===== src/sv/mci2t_pkg.sv =====
// ----------------------------------------------------------------------------
// mci2t_pkg
// Shared types, register indexes and constants of the motor current
// I2T watchdog.
// ----------------------------------------------------------------------------
package mci2t_pkg;

	// defaults of the top-level parameters
	localparam int JOINTS_DEF    = 4;
	localparam int FRAC_BITS_DEF = 16;

	// fixed field widths
	localparam int JOINT_W  = 2;
	localparam int SAMPLE_W = 16;
	localparam int MAG_W    = SAMPLE_W + 1;
	localparam int SQ_W     = 31;
	localparam int LIMIT_W  = 32;
	localparam int SPIKE_W  = 64;
	localparam int ACTIVE_W = 3;
	localparam int LEVEL_W  = 31;
	localparam int LIMIT_CNT = 4;

	// configuration port
	localparam int CFG_IDX_W  = 3;
	localparam int CFG_DATA_W = 64;

	localparam logic [CFG_IDX_W-1:0] CFG_ACTIVE = 3'd0;
	localparam logic [CFG_IDX_W-1:0] CFG_SPIKE  = 3'd1;
	localparam logic [CFG_IDX_W-1:0] CFG_I2T0   = 3'd2;
	localparam logic [CFG_IDX_W-1:0] CFG_I2T1   = 3'd3;
	localparam logic [CFG_IDX_W-1:0] CFG_I2T2   = 3'd4;
	localparam logic [CFG_IDX_W-1:0] CFG_I2T3   = 3'd5;

	localparam logic [ACTIVE_W-1:0] ACTIVE_RESET = 3'd4;

	// leaky integrator window and the split of the reciprocal multiply
	localparam int WINDOW     = 1000;
	localparam int WINDOW_LOG = 10;
	localparam int PART_W     = 28;

	// front to back queue
	localparam int QUEUE_DEPTH = 4;

	typedef struct packed {
		logic [JOINT_W-1:0] joint;
		logic               inr;     // joint exists in this build
		logic               act;     // joint is watched
		logic               spike;
		logic               oc_set;
		logic               i2t_set;
		logic [LIMIT_W-1:0] limit;
	} mci2t_ctl_t;

	typedef struct packed {
		mci2t_ctl_t       ctl;
		logic [MAG_W-1:0] mag;
	} mci2t_item_t;

	// ceil(2^k / WINDOW), worked out at elaboration
	function automatic logic [127:0] mci2t_recip(input int k);
		logic [127:0] p;
		p = 128'd1 << k;
		p = (p + 128'(WINDOW - 1)) / WINDOW;
		return p;
	endfunction

endpackage


===== src/sv/mci2t_front.sv =====
// ----------------------------------------------------------------------------
// mci2t_front
// Holds the configuration, takes input transactions and classifies them:
// sample magnitude, spike check, active flag and the joint's I2T limit.
// ----------------------------------------------------------------------------
module mci2t_front #(
	parameter int JOINTS = mci2t_pkg::JOINTS_DEF
) (
	input  logic                                 clk,
	input  logic                                 arst_n,
	input  logic                                 cfg_we,
	input  logic [mci2t_pkg::CFG_IDX_W-1:0]      cfg_index,
	input  logic [mci2t_pkg::CFG_DATA_W-1:0]     cfg_data,
	input  logic                                 in_valid,
	output logic                                 in_stall,
	input  logic [mci2t_pkg::JOINT_W-1:0]        joint,
	input  logic signed [mci2t_pkg::SAMPLE_W-1:0] current_sample,
	input  logic                                 overcurrent_bit_set,
	input  logic                                 i2t_bit_set,
	input  logic                                 q_full,
	output logic                                 q_push,
	output mci2t_pkg::mci2t_item_t               q_item
);
	import mci2t_pkg::*;

	logic [ACTIVE_W-1:0] active_q;
	logic [SPIKE_W-1:0]  spike_q;
	logic [LIMIT_W-1:0]  i2t_lim_q [LIMIT_CNT];

	logic [MAG_W-1:0]    mag;
	logic [MAG_W-1:0]    spike_lim;
	logic                inr;

	always_ff @(posedge clk or negedge arst_n) begin
		if (!arst_n) begin
			active_q  <= ACTIVE_RESET;
			spike_q   <= '1;
			i2t_lim_q <= '{default: '1};
		end else if (cfg_we) begin
			case (cfg_index)
				CFG_ACTIVE: active_q     <= cfg_data[ACTIVE_W-1:0];
				CFG_SPIKE:  spike_q      <= cfg_data;
				CFG_I2T0:   i2t_lim_q[0] <= cfg_data[LIMIT_W-1:0];
				CFG_I2T1:   i2t_lim_q[1] <= cfg_data[LIMIT_W-1:0];
				CFG_I2T2:   i2t_lim_q[2] <= cfg_data[LIMIT_W-1:0];
				CFG_I2T3:   i2t_lim_q[3] <= cfg_data[LIMIT_W-1:0];
				default: ;
			endcase
		end
	end

	// -32768 comes out as 32768
	always_comb begin
		if (current_sample[SAMPLE_W-1])
			mag = MAG_W'(17'h10000) - {1'b0, current_sample};
		else
			mag = {1'b0, current_sample};
	end

	assign spike_lim = {1'b0, spike_q[SAMPLE_W*joint +: SAMPLE_W]};
	assign inr       = 32'(joint) < JOINTS;

	assign in_stall = q_full;
	assign q_push   = in_valid && !q_full;

	always_comb begin
		q_item             = '0;
		q_item.mag         = mag;
		q_item.ctl.joint   = joint;
		q_item.ctl.inr     = inr;
		q_item.ctl.act     = inr && ({1'b0, joint} < active_q);
		q_item.ctl.spike   = mag > spike_lim;
		q_item.ctl.oc_set  = overcurrent_bit_set;
		q_item.ctl.i2t_set = i2t_bit_set;
		q_item.ctl.limit   = i2t_lim_q[joint];
	end

endmodule


===== src/sv/mci2t_queue.sv =====
// ----------------------------------------------------------------------------
// mci2t_queue
// Short first-in first-out queue of classified samples between the front
// and the back part.
// ----------------------------------------------------------------------------
module mci2t_queue (
	input  logic                   clk,
	input  logic                   arst_n,
	input  logic                   push,
	input  mci2t_pkg::mci2t_item_t push_item,
	output logic                   full,
	input  logic                   pop,
	output logic                   head_valid,
	output mci2t_pkg::mci2t_item_t head_item
);
	import mci2t_pkg::*;

	localparam int PTR_W = $clog2(QUEUE_DEPTH);

	mci2t_item_t       mem_q [QUEUE_DEPTH];
	logic [PTR_W-1:0]  wr_ptr_q;
	logic [PTR_W-1:0]  rd_ptr_q;
	logic [PTR_W:0]    count_q;

	assign full       = count_q == (PTR_W+1)'(QUEUE_DEPTH);
	assign head_valid = count_q != '0;
	assign head_item  = mem_q[rd_ptr_q];

	always_ff @(posedge clk) begin
		if (push)
			mem_q[wr_ptr_q] <= push_item;
	end

	always_ff @(posedge clk or negedge arst_n) begin
		if (!arst_n) begin
			wr_ptr_q <= '0;
			rd_ptr_q <= '0;
			count_q  <= '0;
		end else begin
			if (push)
				wr_ptr_q <= wr_ptr_q + 1'b1;
			if (pop)
				rd_ptr_q <= rd_ptr_q + 1'b1;
			case ({push, pop})
				2'b10:   count_q <= count_q + 1'b1;
				2'b01:   count_q <= count_q - 1'b1;
				default: ;
			endcase
		end
	end

endmodule


===== src/sv/mci2t_back.sv =====
// ----------------------------------------------------------------------------
// mci2t_back
// Integrator pipeline: square, difference, reciprocal multiply by 1/1000,
// write-back of the joint's level and the I2T compare into the result
// register. A watched joint with a sample in flight holds its later samples.
// ----------------------------------------------------------------------------
module mci2t_back #(
	parameter int JOINTS    = mci2t_pkg::JOINTS_DEF,
	parameter int FRAC_BITS = mci2t_pkg::FRAC_BITS_DEF
) (
	input  logic                              clk,
	input  logic                              arst_n,
	input  logic                              head_valid,
	input  mci2t_pkg::mci2t_item_t            head_item,
	output logic                              pop,
	output logic                              out_valid,
	input  logic                              out_stall,
	output logic [mci2t_pkg::JOINT_W-1:0]     joint_out,
	output logic                              spike_exceeded,
	output logic                              i2t_exceeded,
	output logic                              raise_overcurrent,
	output logic                              raise_i2t,
	output logic [mci2t_pkg::LEVEL_W-1:0]     filtered_level
);
	import mci2t_pkg::*;

	localparam int XW     = SQ_W + FRAC_BITS;      // level and |difference|
	localparam int K      = XW + WINDOW_LOG;
	localparam int M_W    = XW + 1;
	localparam int XH     = XW - PART_W;
	localparam int MH     = M_W - PART_W;
	localparam int PRW    = XW + M_W;
	localparam int QW     = XW - WINDOW_LOG + 1;
	localparam int JIDX_W = (JOINTS > 1) ? $clog2(JOINTS) : 1;
	localparam logic [M_W-1:0] RECIP = M_W'(mci2t_recip(K));
	localparam logic [PART_W-1:0] RECIP_LO = RECIP[PART_W-1:0];
	localparam logic [MH-1:0]     RECIP_HI = RECIP[M_W-1:PART_W];

	logic [XW-1:0]     lvl_q  [JOINTS];
	logic [JOINTS-1:0] busy_q;

	// stage registers
	logic              v_s1, v_s2, v_s3, v_s4;
	mci2t_ctl_t        ctl_s1, ctl_s2, ctl_s3, ctl_s4;
	logic [XW-1:0]     lvl_s1, lvl_s2, lvl_s3, lvl_s4;
	logic [SQ_W-1:0]   sq_s1;
	logic              neg_s2, neg_s3, neg_s4;
	logic [XW-1:0]     ax_s2;
	logic [2*PART_W-1:0]  pll_s3;
	logic [PART_W+MH-1:0] plh_s3;
	logic [XH+PART_W-1:0] phl_s3;
	logic [XH+MH-1:0]     phh_s3;
	logic [QW-1:0]     q_s4;

	// result register
	logic              out_v_q;
	logic [JOINT_W-1:0] joint_q;
	logic              spike_q, over_q, raise_oc_q, raise_i2t_q;
	logic [LEVEL_W-1:0] level_q;

	logic              adv_o, adv4, adv3, adv2, adv1;
	logic [JIDX_W-1:0] hidx, idx_s4;
	logic              hazard;
	logic [XW-1:0]     sq_fix;
	logic [PRW-1:0]    prod;
	logic [XW-1:0]     new_lvl;
	logic              over;
	logic              wb;

	assign adv_o = !out_v_q || !out_stall;
	assign adv4  = !v_s4 || adv_o;
	assign adv3  = !v_s3 || adv4;
	assign adv2  = !v_s2 || adv3;
	assign adv1  = !v_s1 || adv2;

	assign hidx   = head_item.ctl.joint[JIDX_W-1:0];
	assign hazard = head_item.ctl.inr && busy_q[hidx];
	assign pop    = head_valid && !hazard && adv1;

	assign sq_fix = {sq_s1, {FRAC_BITS{1'b0}}};

	assign prod = PRW'(pll_s3)
		+ (PRW'(plh_s3) << PART_W)
		+ (PRW'(phl_s3) << PART_W)
		+ (PRW'(phh_s3) << (2 * PART_W));

	// truncation toward zero: subtract the quotient when the level falls
	assign new_lvl = neg_s4 ? (lvl_s4 - XW'(q_s4)) : (lvl_s4 + XW'(q_s4));
	assign over    = {1'b0, new_lvl[XW-1:FRAC_BITS]} >= LIMIT_W'(ctl_s4.limit);
	assign idx_s4  = ctl_s4.joint[JIDX_W-1:0];
	assign wb      = adv_o && v_s4 && ctl_s4.act;

	always_ff @(posedge clk or negedge arst_n) begin
		if (!arst_n) begin
			v_s1    <= 1'b0;
			v_s2    <= 1'b0;
			v_s3    <= 1'b0;
			v_s4    <= 1'b0;
			out_v_q <= 1'b0;
			busy_q  <= '0;
			lvl_q   <= '{default: '0};
		end else begin
			if (adv1)
				v_s1 <= pop;
			if (adv2)
				v_s2 <= v_s1;
			if (adv3)
				v_s3 <= v_s2;
			if (adv4)
				v_s4 <= v_s3;
			if (adv_o)
				out_v_q <= v_s4;
			if (pop && head_item.ctl.act)
				busy_q[hidx] <= 1'b1;
			if (wb) begin
				busy_q[idx_s4] <= 1'b0;
				lvl_q[idx_s4]  <= new_lvl;
			end
		end
	end

	always_ff @(posedge clk) begin
		if (adv1) begin
			ctl_s1 <= head_item.ctl;
			sq_s1  <= SQ_W'(head_item.mag * head_item.mag);
			lvl_s1 <= head_item.ctl.inr ? lvl_q[hidx] : '0;
		end
		if (adv2) begin
			ctl_s2 <= ctl_s1;
			lvl_s2 <= lvl_s1;
			neg_s2 <= sq_fix < lvl_s1;
			ax_s2  <= (sq_fix < lvl_s1) ? (lvl_s1 - sq_fix) : (sq_fix - lvl_s1);
		end
		if (adv3) begin
			ctl_s3 <= ctl_s2;
			lvl_s3 <= lvl_s2;
			neg_s3 <= neg_s2;
			pll_s3 <= ax_s2[PART_W-1:0] * RECIP_LO;
			plh_s3 <= ax_s2[PART_W-1:0] * RECIP_HI;
			phl_s3 <= ax_s2[XW-1:PART_W] * RECIP_LO;
			phh_s3 <= ax_s2[XW-1:PART_W] * RECIP_HI;
		end
		if (adv4) begin
			ctl_s4 <= ctl_s3;
			lvl_s4 <= lvl_s3;
			neg_s4 <= neg_s3;
			q_s4   <= prod[K +: QW];
		end
		if (adv_o) begin
			joint_q     <= ctl_s4.joint;
			spike_q     <= ctl_s4.act && ctl_s4.spike;
			over_q      <= ctl_s4.act && over;
			raise_oc_q  <= ctl_s4.act && ctl_s4.spike && !ctl_s4.oc_set;
			raise_i2t_q <= ctl_s4.act && over && !ctl_s4.i2t_set;
			if (ctl_s4.act)
				level_q <= LEVEL_W'(new_lvl[XW-1:FRAC_BITS]);
			else
				level_q <= LEVEL_W'(lvl_s4[XW-1:FRAC_BITS]);
		end
	end

	assign out_valid         = out_v_q;
	assign joint_out         = joint_q;
	assign spike_exceeded    = spike_q;
	assign i2t_exceeded      = over_q;
	assign raise_overcurrent = raise_oc_q;
	assign raise_i2t         = raise_i2t_q;
	assign filtered_level    = level_q;

endmodule


===== src/sv/motor_current_i2t_watchdog_unit.sv =====
// ----------------------------------------------------------------------------
// motor_current_i2t_watchdog_unit
// Per-joint current spike check and I2T leaky integrator watchdog.
// ----------------------------------------------------------------------------
//  channel  handshake              payload
//  -------  ---------------------  ----------------------------------------
//  in       in_valid / in_stall    joint, current_sample,
//                                  overcurrent_bit_set, i2t_bit_set
//  out      out_valid / out_stall  joint_out, spike_exceeded, i2t_exceeded,
//                                  raise_overcurrent, raise_i2t,
//                                  filtered_level
//  cfg      cfg_we                 cfg_index, cfg_data
//
//  A sample waits at the queue head while a watched sample of its joint is
//  still between the queue and the result register, so a watched joint takes
//  no new sample before its last is through; other joints' samples can follow.
//  Each passes the queue, stages s1 to s4 and then the result register.
//  Reset clears the integrator levels and loads the register reset values.
//  out_stall holds the result register; the pipeline and the 4-entry queue
//  then fill before in_stall rises.
// ----------------------------------------------------------------------------
module motor_current_i2t_watchdog_unit #(
	parameter int JOINTS    = mci2t_pkg::JOINTS_DEF,
	parameter int FRAC_BITS = mci2t_pkg::FRAC_BITS_DEF
) (
	input  logic                                  clk,
	input  logic                                  arst_n,
	input  logic                                  cfg_we,
	input  logic [mci2t_pkg::CFG_IDX_W-1:0]       cfg_index,
	input  logic [mci2t_pkg::CFG_DATA_W-1:0]      cfg_data,
	input  logic                                  in_valid,
	output logic                                  in_stall,
	input  logic [mci2t_pkg::JOINT_W-1:0]         joint,
	input  logic signed [mci2t_pkg::SAMPLE_W-1:0] current_sample,
	input  logic                                  overcurrent_bit_set,
	input  logic                                  i2t_bit_set,
	output logic                                  out_valid,
	input  logic                                  out_stall,
	output logic [mci2t_pkg::JOINT_W-1:0]         joint_out,
	output logic                                  spike_exceeded,
	output logic                                  i2t_exceeded,
	output logic                                  raise_overcurrent,
	output logic                                  raise_i2t,
	output logic [mci2t_pkg::LEVEL_W-1:0]         filtered_level
);
	import mci2t_pkg::*;

	logic        q_full;
	logic        q_push;
	mci2t_item_t q_item;
	logic        q_pop;
	logic        head_valid;
	mci2t_item_t head_item;

	mci2t_front #(
		.JOINTS(JOINTS)
	) u_front (
		.clk                 (clk),
		.arst_n              (arst_n),
		.cfg_we              (cfg_we),
		.cfg_index           (cfg_index),
		.cfg_data            (cfg_data),
		.in_valid            (in_valid),
		.in_stall            (in_stall),
		.joint               (joint),
		.current_sample      (current_sample),
		.overcurrent_bit_set (overcurrent_bit_set),
		.i2t_bit_set         (i2t_bit_set),
		.q_full              (q_full),
		.q_push              (q_push),
		.q_item              (q_item)
	);

	mci2t_queue u_queue (
		.clk        (clk),
		.arst_n     (arst_n),
		.push       (q_push),
		.push_item  (q_item),
		.full       (q_full),
		.pop        (q_pop),
		.head_valid (head_valid),
		.head_item  (head_item)
	);

	mci2t_back #(
		.JOINTS    (JOINTS),
		.FRAC_BITS (FRAC_BITS)
	) u_back (
		.clk               (clk),
		.arst_n            (arst_n),
		.head_valid        (head_valid),
		.head_item         (head_item),
		.pop               (q_pop),
		.out_valid         (out_valid),
		.out_stall         (out_stall),
		.joint_out         (joint_out),
		.spike_exceeded    (spike_exceeded),
		.i2t_exceeded      (i2t_exceeded),
		.raise_overcurrent (raise_overcurrent),
		.raise_i2t         (raise_i2t),
		.filtered_level    (filtered_level)
	);

endmodule

===== config.mk =====
export PLATFORM = sky130hd
export DESIGN_NAME = motor_current_i2t_watchdog_unit
export DESIGN_NICKNAME = d
export VERILOG_FILES = /design/src/sv/mci2t_pkg.sv /design/src/sv/mci2t_front.sv /design/src/sv/mci2t_queue.sv /design/src/sv/mci2t_back.sv /design/src/sv/motor_current_i2t_watchdog_unit.sv
export SDC_FILE = /design/constraint.sdc
export NUM_CORES = 2
export LEC_CHECK = 0
export ABC_CLOCK_PERIOD_IN_PS = 15600
export BUFFER_PORTS_ARGS = -buffer_cell sky130_fd_sc_hd__buf_2
export CAP_MARGIN = 25
export CORE_AREA = 2 2 518 520
export CTS_CLUSTER_SIZE = 16
export DETAILED_ROUTE_END_ITERATION = 6
export DIE_AREA = 0 0 520 522
export PLACE_DENSITY = 0.52
export SYNTH_ARGS = -nofsm -noshare
export SYNTH_HDL_FRONTEND = slang
export SYNTH_SLANG_ARGS = --single-unit
export TNS_END_PERCENT = 50

===== constraint.sdc =====
create_clock -name clk -period 15.6 [get_ports clk]
set_input_delay 3.12 -clock clk [delete_from_list [all_inputs] [get_ports clk]]
set_output_delay 3.12 -clock clk [all_outputs]
set_load 0.02 [all_outputs]

==> results.toml <==
[routing]
viasPerCell = 4.97
drtIter0Drc = 3800
drt_pre_antenna_iters = 5
ant_nets = 0
via_count = 59800
wl_per_cell_um = 20.9
postRouteWirelength_um = 251000
drc_errors = 0

[synthesis]
yosysMostFrequentCell = "inv_1"
synthXorXnorAreaFrac_pct = 3.46
ys_async_sr_fraction_pct = 31.5
synthFlopType = "edfxtp_1"
synthTopCellsByArea = "edfxtp_1, fa_1, ha_1"
synth_edf_count = 867
synthAdderAreaFrac_pct = 31.5
syn_area_um2 = 95400
synth_compound_area_share_pct = 7.08
synth_seq_cells = 1266
synth-simple-area-share_pct = 6.75
synthCells = 8165
synth.avg_cell_area_um2 = 11.7
synthDistinctLibCells = 87
yosysWarnings = 0
synth_mux_area_share_pct = 6.52
yosysTopAreaCellShare_pct = 27.3
synth_top_family_by_area = "adder cells"
synth_largest_area_cell = "edfxtp_1"
synth-seq-area-share_pct = 38.0
synthTopCellsByCount = "inv_1, ha_1, edfxtp_1, fa_1, nand2_1"

[worst_setup_path]
slowest_stage = "dfrtp_4"
cp.required_ps = 16120
cp-start-kind = "flip-flop"
crit_family = "adder cells"
worstSetupPathType = "flip-flop to flip-flop"
path_max_fanout = 41
endpoint_kind = "flip-flop"
cpPeakStageDelay_ps = 840
path_common_cell = "inv_1"
crit_buf_inv = 7
arrival_ps = 9560

[sta]
fin_tns_setup_ps = 0
worstMarginPinSlew_ps = 1100
layout_min_cycle_time_ps = 9040
skew_ps = 102
fmax_ghz = 0.111
slew_headroom_pct = 25.0
hold_viol_final = 0
setup_viol = 0
fin_crit_sh_pct = 57.9
rsz0062_at_grt = "no"
slew_viol_final = 0

[flow_run]
maxCapViolations = 0

[cts]
cts_buffers = 146
hold_buffers = 0
cts_root_buf = "clkbuf_16"
clkLatencyLatePin_ps = 830
clock-sinks = 1266
cts-htree-levels = 4
cts_tree = "built"
postCtsSetupBuffers = 0
cts.clk_slew.worst_paths_ps = 60
ctsResizeCount = 0
clock_path_buffers = 4

[final_layout]
syn2layout_area_growth_pct = 10.4
finalNonFillerCells = 12000
layout-drive-gt1-share_pct = 12.7
nets = 10400
final_core_util_pct = 39.5

[global_routing]
grt_first_pass_wirelength_um = 390000
grt_usage_pct = 18.7
antenna_found_initial = 3
grt.overflow.total = 0
grt_max_degree = 99
grt_pass1_vias = 64100

[min_path]
worstHoldPathType = "flip-flop to flip-flop"

[die]
die_w_um = 520
core-area_um2 = 266000
ios = 131
start_util_pct = 35.8
placementRows = 190
die_h_um = 522
die_area_um2 = 271000

[run_status]
outcome = "finished, final reports clean"

[placed_design]
dp_cells = 11800
gp_congestion = 0.887
portBuffers = 130
dp_hpwl_um = 192000
## logic make-up after synthesis
group	count (synthesis)
mux	422
other cells	1
simple gates	1432
buf+inv	1692
xor+xnor	377
compound gates	1074
flops	1266
fa+ha+maj	1901
## sequential cells by signal, indices dropped and copies added (netlist names), 43 cells and up
register           flops
u_back.plh_s3         46
u_back.lvl_s1         47
u_front.spike_q       64
u_queue.mem_q        220
u_back.phl_s3         43
u_front.i2t_lim_q    128
u_back.lvl_s3         47
u_back.lvl_q         188
u_back.lvl_s2         46
u_back.lvl_s4         47
u_back.ax_s2          47
## final timing paths
| path | from | end | slack [ps] | depth (start not counted) |
|---|---|---|---|---|
| max | u_queue.rd_ptr_q[1]$_DFFE_PN0P_ | u_back.sq_s1[30]$_DFFE_PN_ | 6560 | 27 |
| min | u_back.lvl_s3[14]$_DFFE_PP_ | u_back.lvl_s4[14]$_DFFE_PP_ | 390 | 0 |
| max reg2reg | u_queue.rd_ptr_q[1]$_DFFE_PN0P_ | u_back.sq_s1[30]$_DFFE_PN_ | 6560 | 27 |
| min reg2reg | u_back.lvl_s3[14]$_DFFE_PP_ | u_back.lvl_s4[14]$_DFFE_PP_ | 390 | 0 |
| max in group asynchronous | arst_n | u_queue.rd_ptr_q[0]$_DFFE_PN0P_ | 11030 | 3 |
| min in group asynchronous | arst_n | u_queue.wr_ptr_q[1]$_DFFE_PN0P_ | 2380 | 1 |
## stage by stage
stage	cell area (µm²)	hold slack (ps)	setup WS, ps
floorplan	95400	400	6590
global placement	101000	401	6600
detailed placement	101000	405	6580
CTS	105000	383	6560
global route	105000	396	5920
finish	105000	390	6560
## layout make-up
type	instances	area, µm²
sequential	1266	36300
multi-input combinational	5210	52800
clock buffer	189	4040
clock inverter	67	532
antenna	3	7.51
tap	3552	4440
timing repair buffer	227	1410
fill	25500	161000
inverter	1527	5740
## cell usage in the layout (no fill, tap or decap), drive strengths merged, types with 13 or more instances in the layout
master and count:
mux2i 28, a21o 151, a211oi 36, xnor2 268
or3 20, inv 1528, a21oi 343, nor4 18
a211o 14, clkinv 48, clkbuf 189, o211ai 22
nor2 320, nor2b 55, buf 227, o21a 52
fa 830, mux4 133, and3 34, or2 18
nand3 73, nand2b 51, nand2 658, ha 1071
xor2 109, nor3 71, dfrtp 206, o21bai 44
o31a 13, a31oi 37, and2 32, o31ai 25
mux2 261, nand4 43, dfstp 193, o21ai 238
edfxtp 867
## metal layers
metal  GRT usage [%]  wire length (µm)
met4            5.86              8470
met3            1.90              8710
met1            24.7            111000
met5               0                13
met2            32.3            123000
Power is not shown: default switching activity piles up to over one toggle a cycle in this logic, so the estimate is an artifact.
